`src/rtl/core/bmne_pkg.sv`:
```
// Shared types and constants for the BLE-MIDI note event extractor.
// No dependencies; used by every module of the block.
package bmne_pkg;

  // Queue between deframer and message assembler
  localparam int unsigned FifoDepthDefault = 4;

  // MIDI status nibbles
  localparam logic [3:0] NibNoteOff = 4'h8;
  localparam logic [3:0] NibNoteOn  = 4'h9;
  localparam logic [3:0] NibCtrlChg = 4'hB;
  localparam logic [3:0] NibSystem  = 4'hF;

  // Register byte addresses (word index taken from paddr[2])
  localparam logic RegPrioChanA = 1'b0;
  localparam logic RegPrioChanB = 1'b1;

  // Deframer phase, one-hot
  typedef enum logic [2:0] {
    PhExpectTs = 3'b001,
    PhAfterTs  = 3'b010,
    PhData     = 3'b100
  } phase_e;

  // Byte handed from the deframer to the queue
  typedef struct packed {
    logic       valid;
    logic [7:0] data;
  } fwd_beat_t;

  // Configuration seen by the assembler
  typedef struct packed {
    logic [3:0] prio_chan_a;
    logic [3:0] prio_chan_b;
  } cfg_t;

  // Status byte kinds that are passed on
  function automatic logic is_kept_status(input logic [7:0] b);
    return (b[7:4] == NibNoteOff) || (b[7:4] == NibNoteOn) || (b[7:4] == NibCtrlChg);
  endfunction

endpackage

```
`src/rtl/core/bmne_deframer.sv`:
```
// Front end: strips BLE-MIDI header/timestamp bytes and filters statuses.
// Depends on bmne_pkg.
module bmne_deframer (
  input  logic                clk_i,
  input  logic                rst_ni,
  input  logic                accept_i,
  input  logic [7:0]          packet_byte_i,
  input  logic                packet_start_i,
  output bmne_pkg::fwd_beat_t fwd_o
);

  bmne_pkg::phase_e phase_q, phase_d;
  logic running_q, running_d;
  logic forward_q, forward_d;
  logic msb;

  assign msb = packet_byte_i[7];

  // Phase tracking and byte classification
  always_comb begin
    phase_d      = phase_q;
    running_d    = running_q;
    forward_d    = forward_q;
    fwd_o.valid  = 1'b0;
    fwd_o.data   = packet_byte_i;
    if (packet_start_i) begin
      phase_d = bmne_pkg::PhExpectTs;
    end else begin
      unique case (phase_q)
        bmne_pkg::PhAfterTs: begin
          phase_d = bmne_pkg::PhData;
          if (msb) begin
            if (bmne_pkg::is_kept_status(packet_byte_i)) begin
              running_d   = 1'b1;
              forward_d   = 1'b1;
              fwd_o.valid = 1'b1;
            end else begin
              forward_d = 1'b0;
              // channel status clears running status, system status does not
              if (packet_byte_i[7:4] != bmne_pkg::NibSystem) begin
                running_d = 1'b0;
              end
            end
          end else begin
            forward_d   = running_q;
            fwd_o.valid = running_q;
          end
        end
        bmne_pkg::PhData: begin
          if (msb) begin
            phase_d = bmne_pkg::PhAfterTs;
          end else begin
            fwd_o.valid = forward_q;
          end
        end
        default: begin
          phase_d = msb ? bmne_pkg::PhAfterTs : bmne_pkg::PhExpectTs;
        end
      endcase
    end
    fwd_o.valid = fwd_o.valid & accept_i;
  end

  always_ff @(posedge clk_i or negedge rst_ni) begin
    if (!rst_ni) begin
      phase_q   <= bmne_pkg::PhExpectTs;
      running_q <= 1'b0;
      forward_q <= 1'b1;
    end else if (accept_i) begin
      phase_q   <= phase_d;
      running_q <= running_d;
      forward_q <= forward_d;
    end
  end

endmodule

```
`src/rtl/core/bmne_fifo.sv`:
```
// Small byte queue decoupling the deframer from the message assembler.
// Depends on bmne_pkg.
module bmne_fifo #(
  parameter int unsigned Depth = bmne_pkg::FifoDepthDefault
) (
  input  logic                clk_i,
  input  logic                rst_ni,
  input  bmne_pkg::fwd_beat_t push_i,
  output logic                full_o,
  output logic                empty_o,
  input  logic                pop_i,
  output logic [7:0]          data_o
);

  localparam int unsigned PtrW = (Depth > 1) ? $clog2(Depth) : 1;
  localparam int unsigned CntW = $clog2(Depth + 1);
  localparam logic [PtrW-1:0] PtrLast = PtrW'(Depth - 1);
  localparam logic [CntW-1:0] CntFull = CntW'(Depth);

  logic [7:0]      mem_q [Depth];
  logic [PtrW-1:0] wr_ptr_q, rd_ptr_q;
  logic [CntW-1:0] count_q;
  logic            do_push, do_pop;

  assign full_o  = (count_q == CntFull);
  assign empty_o = (count_q == '0);
  assign do_push = push_i.valid & ~full_o;
  assign do_pop  = pop_i & ~empty_o;
  assign data_o  = mem_q[rd_ptr_q];

  // Storage
  always_ff @(posedge clk_i) begin
    if (do_push) begin
      mem_q[wr_ptr_q] <= push_i.data;
    end
  end

  // Pointers and fill count
  always_ff @(posedge clk_i or negedge rst_ni) begin
    if (!rst_ni) begin
      wr_ptr_q <= '0;
      rd_ptr_q <= '0;
      count_q  <= '0;
    end else begin
      if (do_push) begin
        wr_ptr_q <= (wr_ptr_q == PtrLast) ? '0 : wr_ptr_q + 1'b1;
      end
      if (do_pop) begin
        rd_ptr_q <= (rd_ptr_q == PtrLast) ? '0 : rd_ptr_q + 1'b1;
      end
      if (do_push && !do_pop) begin
        count_q <= count_q + 1'b1;
      end else if (!do_push && do_pop) begin
        count_q <= count_q - 1'b1;
      end
    end
  end

endmodule

```
`src/rtl/core/bmne_assembler.sv`:
```
// Back end: builds three-byte messages with running status, scales velocity.
// Depends on bmne_pkg.
module bmne_assembler (
  input  logic           clk_i,
  input  logic           rst_ni,
  input  bmne_pkg::cfg_t cfg_i,
  input  logic           empty_i,
  input  logic [7:0]     data_i,
  output logic           pop_o,
  output logic           out_valid_o,
  input  logic           out_stall_i,
  output logic [7:0]     status_byte_o,
  output logic [6:0]     first_data_o,
  output logic [6:0]     second_data_o
);

  logic [7:0] status_q, status_d;
  logic [6:0] held_q, held_d;
  logic       count_q, count_d;
  logic       valid_q;
  logic [7:0] o_status_q;
  logic [6:0] o_first_q, o_second_q;
  logic       emit;
  logic [6:0] vel;
  logic       out_free;

  // Output register frees when empty or when its beat is taken
  assign out_free = ~valid_q | ~out_stall_i;
  assign pop_o    = out_free & ~empty_i;

  // Message assembly
  always_comb begin
    status_d = status_q;
    held_d   = held_q;
    count_d  = count_q;
    emit     = 1'b0;
    vel      = data_i[6:0];
    if (data_i[7]) begin
      if (bmne_pkg::is_kept_status(data_i)) begin
        status_d = data_i;
        count_d  = 1'b0;
      end else begin
        status_d = '0;
      end
    end else if (status_q != '0) begin
      if (!count_q) begin
        held_d  = data_i[6:0];
        count_d = 1'b1;
      end else begin
        count_d = 1'b0;
        emit    = 1'b1;
        // halve non-priority note-on velocity, floor of 1
        if ((status_q[7:4] == bmne_pkg::NibNoteOn) && (data_i[6:0] != '0) &&
            (status_q[3:0] != cfg_i.prio_chan_a) &&
            (status_q[3:0] != cfg_i.prio_chan_b)) begin
          vel = (data_i[6:1] == '0) ? 7'd1 : {1'b0, data_i[6:1]};
        end
      end
    end
  end

  always_ff @(posedge clk_i or negedge rst_ni) begin
    if (!rst_ni) begin
      status_q <= '0;
      held_q   <= '0;
      count_q  <= 1'b0;
      valid_q  <= 1'b0;
    end else begin
      if (pop_o) begin
        status_q <= status_d;
        held_q   <= held_d;
        count_q  <= count_d;
      end
      if (out_free) begin
        valid_q <= pop_o & emit;
      end
    end
  end

  // Output payload
  always_ff @(posedge clk_i) begin
    if (pop_o && emit) begin
      o_status_q <= status_q;
      o_first_q  <= held_q;
      o_second_q <= vel;
    end
  end

  assign out_valid_o   = valid_q;
  assign status_byte_o = o_status_q;
  assign first_data_o  = o_first_q;
  assign second_data_o = o_second_q;

endmodule

```
`src/rtl/core/ble_midi_note_event_extractor_unit.sv`:
```
// Top level of the BLE-MIDI note event extractor: register port and wiring.
// Depends on bmne_pkg, bmne_deframer, bmne_fifo, bmne_assembler.

// Takes one BLE-MIDI packet byte per cycle and emits note-off, note-on and
// control-change messages with running status kept across packets. A byte
// is accepted every cycle unless the byte queue between deframer and
// assembler is full (FifoDepth entries); the assembler drains one byte per
// cycle while the output register is free, so sustained rate is one byte
// per clock. A completed message passes through the byte queue and then
// the output register. Registers at byte address 0 and 4 hold the two
// priority channels whose note-on velocity passes unscaled; write them
// only while the block is idle.
module ble_midi_note_event_extractor_unit #(
  parameter int unsigned FifoDepth = bmne_pkg::FifoDepthDefault
) (
  input  logic        clk_i,
  input  logic        rst_ni,
  // input bytes
  input  logic        in_valid_i,
  output logic        in_stall_o,
  input  logic [7:0]  packet_byte_i,
  input  logic        packet_start_i,
  // messages
  output logic        out_valid_o,
  input  logic        out_stall_i,
  output logic [7:0]  status_byte_o,
  output logic [6:0]  first_data_o,
  output logic [6:0]  second_data_o,
  // register port
  input  logic        psel,
  input  logic        penable,
  input  logic        pwrite,
  input  logic [2:0]  paddr,
  input  logic [31:0] pwdata,
  output logic [31:0] prdata,
  output logic        pready
);

  bmne_pkg::cfg_t      cfg_q;
  bmne_pkg::fwd_beat_t fwd;
  logic                fifo_full, fifo_empty, fifo_pop;
  logic [7:0]          fifo_data;
  logic                in_accept;
  logic                reg_wr;

  // Register port
  assign pready = 1'b1;
  assign reg_wr = psel & penable & pwrite;

  always_ff @(posedge clk_i or negedge rst_ni) begin
    if (!rst_ni) begin
      cfg_q.prio_chan_a <= 4'd0;
      cfg_q.prio_chan_b <= 4'd1;
    end else if (reg_wr) begin
      unique case (paddr[2])
        bmne_pkg::RegPrioChanA: cfg_q.prio_chan_a <= pwdata[3:0];
        bmne_pkg::RegPrioChanB: cfg_q.prio_chan_b <= pwdata[3:0];
        default: ;
      endcase
    end
  end

  always_comb begin
    unique case (paddr[2])
      bmne_pkg::RegPrioChanA: prdata = {28'd0, cfg_q.prio_chan_a};
      bmne_pkg::RegPrioChanB: prdata = {28'd0, cfg_q.prio_chan_b};
      default:                prdata = '0;
    endcase
  end

  // Input handshake
  assign in_stall_o = fifo_full;
  assign in_accept  = in_valid_i & ~fifo_full;

  bmne_deframer u_deframer (
    .clk_i          (clk_i),
    .rst_ni         (rst_ni),
    .accept_i       (in_accept),
    .packet_byte_i  (packet_byte_i),
    .packet_start_i (packet_start_i),
    .fwd_o          (fwd)
  );

  bmne_fifo #(
    .Depth (FifoDepth)
  ) u_fifo (
    .clk_i   (clk_i),
    .rst_ni  (rst_ni),
    .push_i  (fwd),
    .full_o  (fifo_full),
    .empty_o (fifo_empty),
    .pop_i   (fifo_pop),
    .data_o  (fifo_data)
  );

  bmne_assembler u_assembler (
    .clk_i         (clk_i),
    .rst_ni        (rst_ni),
    .cfg_i         (cfg_q),
    .empty_i       (fifo_empty),
    .data_i        (fifo_data),
    .pop_o         (fifo_pop),
    .out_valid_o   (out_valid_o),
    .out_stall_i   (out_stall_i),
    .status_byte_o (status_byte_o),
    .first_data_o  (first_data_o),
    .second_data_o (second_data_o)
  );

endmodule
```
`config.mk`:
```
export PLATFORM = sky130hd
export DESIGN_NAME = ble_midi_note_event_extractor_unit
export DESIGN_NICKNAME = d
export VERILOG_FILES = /design/src/rtl/core/bmne_pkg.sv /design/src/rtl/core/bmne_deframer.sv /design/src/rtl/core/bmne_fifo.sv /design/src/rtl/core/bmne_assembler.sv /design/src/rtl/core/ble_midi_note_event_extractor_unit.sv
export SDC_FILE = /design/constraint.sdc
export NUM_CORES = 1
export LEC_CHECK = 0
export BUFFER_PORTS_ARGS = -buffer_cell sky130_fd_sc_hd__buf_2
export CAP_MARGIN = 25
export CELL_PAD_IN_SITES_DETAIL_PLACEMENT = 2
export CELL_PAD_IN_SITES_GLOBAL_PLACEMENT = 2
export CORE_UTILIZATION = 32
export DETAILED_ROUTE_END_ITERATION = 16
export HOLD_SLACK_MARGIN = 0.05
export PLACE_DENSITY_LB_ADDON = 0.15
export SLEW_MARGIN = 15
export SYNTH_ARGS = -nofsm -noshare
export SYNTH_HDL_FRONTEND = slang
export SYNTH_SLANG_ARGS = --single-unit
export TNS_END_PERCENT = 100
```
`constraint.sdc`:
```
create_clock -name clk_i -period 2.2 [get_ports clk_i]
set_input_delay 0.66 -clock clk_i [delete_from_list [all_inputs] [get_ports clk_i]]
set_output_delay 0.66 -clock clk_i [all_outputs]
set_load 0.005 [all_outputs]
```
==> results.sh <==
export IMPL_status="completed"
export IMPL_start_kind="flop"
export IMPL_n_antenna_cell=0
export IMPL_die_area_um2=12800
export IMPL_grt_pass1_vias=2508
export IMPL_clockBufferDepth=2
export IMPL_leakage_nw=2.15
export IMPL_syn_inst=250
export IMPL_crit_path_cell_trace="buf_4 > buf_6 > mux4_2 > or4_1 > o21ai_1 > a22o_1"
export IMPL_synth_warnings=0
export IMPL_die_y_um=113
export IMPL_crit_type="reg2reg"
export IMPL_rsz0062_at_grt="true"
export IMPL_drt_vias_per_instance=4.40
export IMPL_htreeDepth=3
export IMPL_initial_core_util_pct=32.9
export IMPL_slowest_stage="or4_1"
export IMPL_ys_seq_area_share_pct=64.4
export IMPL_clock_root_buffer="clkbuf_16"
export IMPL_synth_simple_area_share_pct=6.16
export IMPL_dp_cells=502
export IMPL_whs_ns=0.285
export IMPL_dieWidth_um=113
export IMPL_setup_tns_ns=0
export IMPL_ff2ff_path_depth=6
export IMPL_yosys_area_share_adder_pct=2.40
export IMPL_crit_path_max_incr_delay_ns=0.54
export IMPL_grt_max_degree=23
export IMPL_period_needed_ns=2.14
export IMPL_ys_flop_type="edfxtp_1"
export IMPL_p_total_mw=6.06
export IMPL_r2r_start="u_fifo.rd_ptr_q[0]"
export IMPL_hp_class="in2async"
export IMPL_vdd_drop_max_uv=446
export IMPL_ys_ff_latch=91
export IMPL_cts_reportedPaths_clkPinSlew_ns=0.06
export IMPL_drt_initial_drc_count=54
export IMPL_clk_latency_ns=0.34
export IMPL_core_area_um2=12100
export IMPL_dpl_hpwl_um=6060
export IMPL_grt_pass1_wl_um=13100
export IMPL_nNetsFinal=413
export IMPL_fmax_ghz=0.467
export IMPL_tightest_slew_ns=0.538
export IMPL_setup_violations=0
export IMPL_avgSynthCellArea_um2=15.9
export IMPL_fin_skew_ns=0.00645
export IMPL_finalHoldViolations=0
export IMPL_synth_compound_area_share_pct=4.45
export IMPL_synth_area_um2=3960
export IMPL_drc=0
export IMPL_crit_arrival_ns=2.35
export IMPL_rows=40
export IMPL_wl_per_cell_um=15.8
export IMPL_async_flop_share_pct=40.7
export IMPL_gr_total_overflow=0
export IMPL_port_buffers=48
export IMPL_endpoint_kind="flop"
export IMPL_holdBufCountCts=0
export IMPL_yosysUniqueCellTypes=43
export IMPL_io_pins=108
export IMPL_ant_nets=0
export IMPL_gr_usage_all_layers_pct=13.9
export IMPL_max_slew_margin_pct=63.6
export IMPL_finalNonFillerCells=527
export IMPL_dr_pass1_iters=4
export IMPL_fill_cells=1192
export IMPL_synth_edf_count=54
export IMPL_wl_um=8340
export IMPL_drv_cap=0
export IMPL_reg2reg_slack_ns=0.06
export IMPL_crit_fanout=6
export IMPL_cts_inserted_buffers=9
export IMPL_cts_sinks=91
export IMPL_fin_crit_sh_pct=97.4
export IMPL_gp_congestion=0.685
export IMPL_antenna_found_initial=0
export IMPL_crit_reg2reg_capture="u_assembler.second_data_o[0]"
export IMPL_required_ns=2.40
export IMPL_cts_tree="built"
export IMPL_synth_top_family_by_area="multiplexers"
export IMPL_synth_mux_area_share_pct=12.8
export IMPL_slew_violations=0
export IMPL_area_growth_syn_to_layout_pct=29.1
export IMPL_drive_gt1_share_pct=46.5
export IMPL_powerDensity_nw_per_um2=1180
export IMPL_synth_xor_area_share_pct=2.87
export IMPL_dr_total_vias=2318
cell families after synthesis:
group / Yosys count
AOI/OAI and AO/OA: 22
muxes: 37
adders and majority gates: 7
and+or+nand+nor: 39
DFF: 91
other: 2
buffers and inverters: 39
xor gates and xnor gates: 13
metrics by stage:
| stage | util (%) | area, µm² | worst slack, ns |
|---|---|---|---|
| final | 42.4 | 5120 | 0.0570 |
| after global routing | 42.4 | 5120 | -0.0717 |
| after floorplan | - | 4110 | -0.232 |
| after detailed placement | 39.0 | 4700 | -0.474 |
| after global placement | 39.0 | 4700 | -0.507 |
| after CTS | 41.4 | 4990 | -0.0211 |
timing repair:
action | CTS | global route
setup endpoints to repair | 3 | 19
cloned | 0 | 3
pin swaps | 5 | 4
setup buffers | 1 | 6
resized for setup | 6 | 5
registers in the layout (all words and copies together) (netlist names), 2 cells and up:
name                       count
cfg_q                          8
u_assembler.first_data_o       7
u_assembler.held_q             7
u_assembler.second_data_o      7
u_assembler.status_byte_o      8
u_assembler.status_q           8
u_deframer.phase_q             3
u_fifo.count_q                 3
u_fifo.mem_q                  32
u_fifo.rd_ptr_q                2
u_fifo.wr_ptr_q                2
worst max path at each step:
stage / startpoint / endpoint / slack (ns) / cells past startpoint
3_5_place_dp: packet_byte_i[7] / u_fifo.count_q[2] / -0.47 / 11
4_1_cts: u_deframer.phase_q[1] / u_fifo.count_q[2] / -0.02 / 9
2_1_floorplan: packet_byte_i[5] / u_fifo.count_q[2] / -0.23 / 10
3_3_place_gp: packet_byte_i[7] / u_fifo.count_q[2] / -0.51 / 11
6_report: u_fifo.rd_ptr_q[0] / u_assembler.second_data_o[0] / 0.06 / 6
5_1_grt: u_deframer.phase_q[1] / u_fifo.count_q[2] / -0.07 / 9
report_power, final:
group | total [mW] | switching (mW) | internal, mW
logic | 2.13 | 0.941 | 1.19
registers | 2.54 | 0.257 | 2.28
clock network | 1.39 | 0.607 | 0.784
total | 6.06 | 1.81 | 4.25
Yosys cell counts (2+ instances only):
| library cell | n | area [µm²] |
|---|---|---|
| ha_1 | 6 | 75.1 |
| dfrtp_1 | 34 | 851 |
| edfxtp_1 | 54 | 1620 |
| a21oi_1 | 2 | 10.0 |
| dfstp_2 | 3 | 78.8 |
| buf_4 | 30 | 225 |
| mux4_2 | 8 | 180 |
| conb_1 | 2 | 7.51 |
| mux2_2 | 28 | 315 |
| nor3_1 | 2 | 10.0 |
| nand4_1 | 2 | 12.5 |
| nor2b_1 | 3 | 18.8 |
| and2_1 | 5 | 31.3 |
| nor2_1 | 6 | 22.5 |
| nor4_1 | 3 | 18.8 |
| o31ai_1 | 2 | 15.0 |
| nor3b_1 | 2 | 15.0 |
| a21o_1 | 4 | 30.0 |
| nand2b_1 | 3 | 18.8 |
| xnor2_1 | 2 | 17.5 |
| inv_1 | 7 | 26.3 |
| nand2_1 | 6 | 22.5 |
| xor2_1 | 11 | 96.3 |
| a22o_1 | 6 | 52.6 |
critical path, delay by kind of cell, from the launching register on:
family / cells / cell delay, ns
flops: 1 / 0.39
compound gates: 2 / 0.31
simple gates: 1 / 0.54
mux: 1 / 0.52
buf+inv: 2 / 0.25
routing by layer:
metal | vias up | part of all wire [%] | track usage [%] | wire length (µm)
met5 | - | 0 | 0 | 0
met4 | 0 | 1.2 | 4.74 | 104
met3 | 8 | 4.9 | 5.20 | 411
met2 | 50 | 54 | 24.4 | 4500
met1 | 1182 | 40 | 15.6 | 3320
li1 | 1078 | - | - | -
layout make-up:
type	instances	area [µm²]	area share, %
Tap cell	168	210	4.11
Multi-Input combinational cell	147	1310	25.6
Timing Repair Buffer	99	753	14.7
Clock buffer	12	246	4.82
Clock inverter	3	15.0	0.293
Sequential cell	91	2550	49.9
Inverter	7	30.0	0.587
cell usage in the layout, fill, tap and decap left out, types with 2 or more instances in the layout:
cell and n:
nor2_1 6, buf_4 41, edfxtp_1 54, conb_1 29
nor2b_1 2, inv_1 5, nor4_1 3, nand2_1 5
nand4_1 2, clkinv_2 3, nand2b_1 3, o31ai_2 2
xnor2_1 2, ha_1 5, clkbuf_1 2, a22o_1 6
nor3_2 2, xor2_1 11, dfstp_2 3, buf_12 6
buf_6 4, dfrtp_1 33, mux4_2 8, a21o_1 4
nor3b_2 2, clkbuf_16 11, mux2_2 27, buf_2 46
a21oi_1 2, and2_1 5
Power figures use the tool's default switching activity.
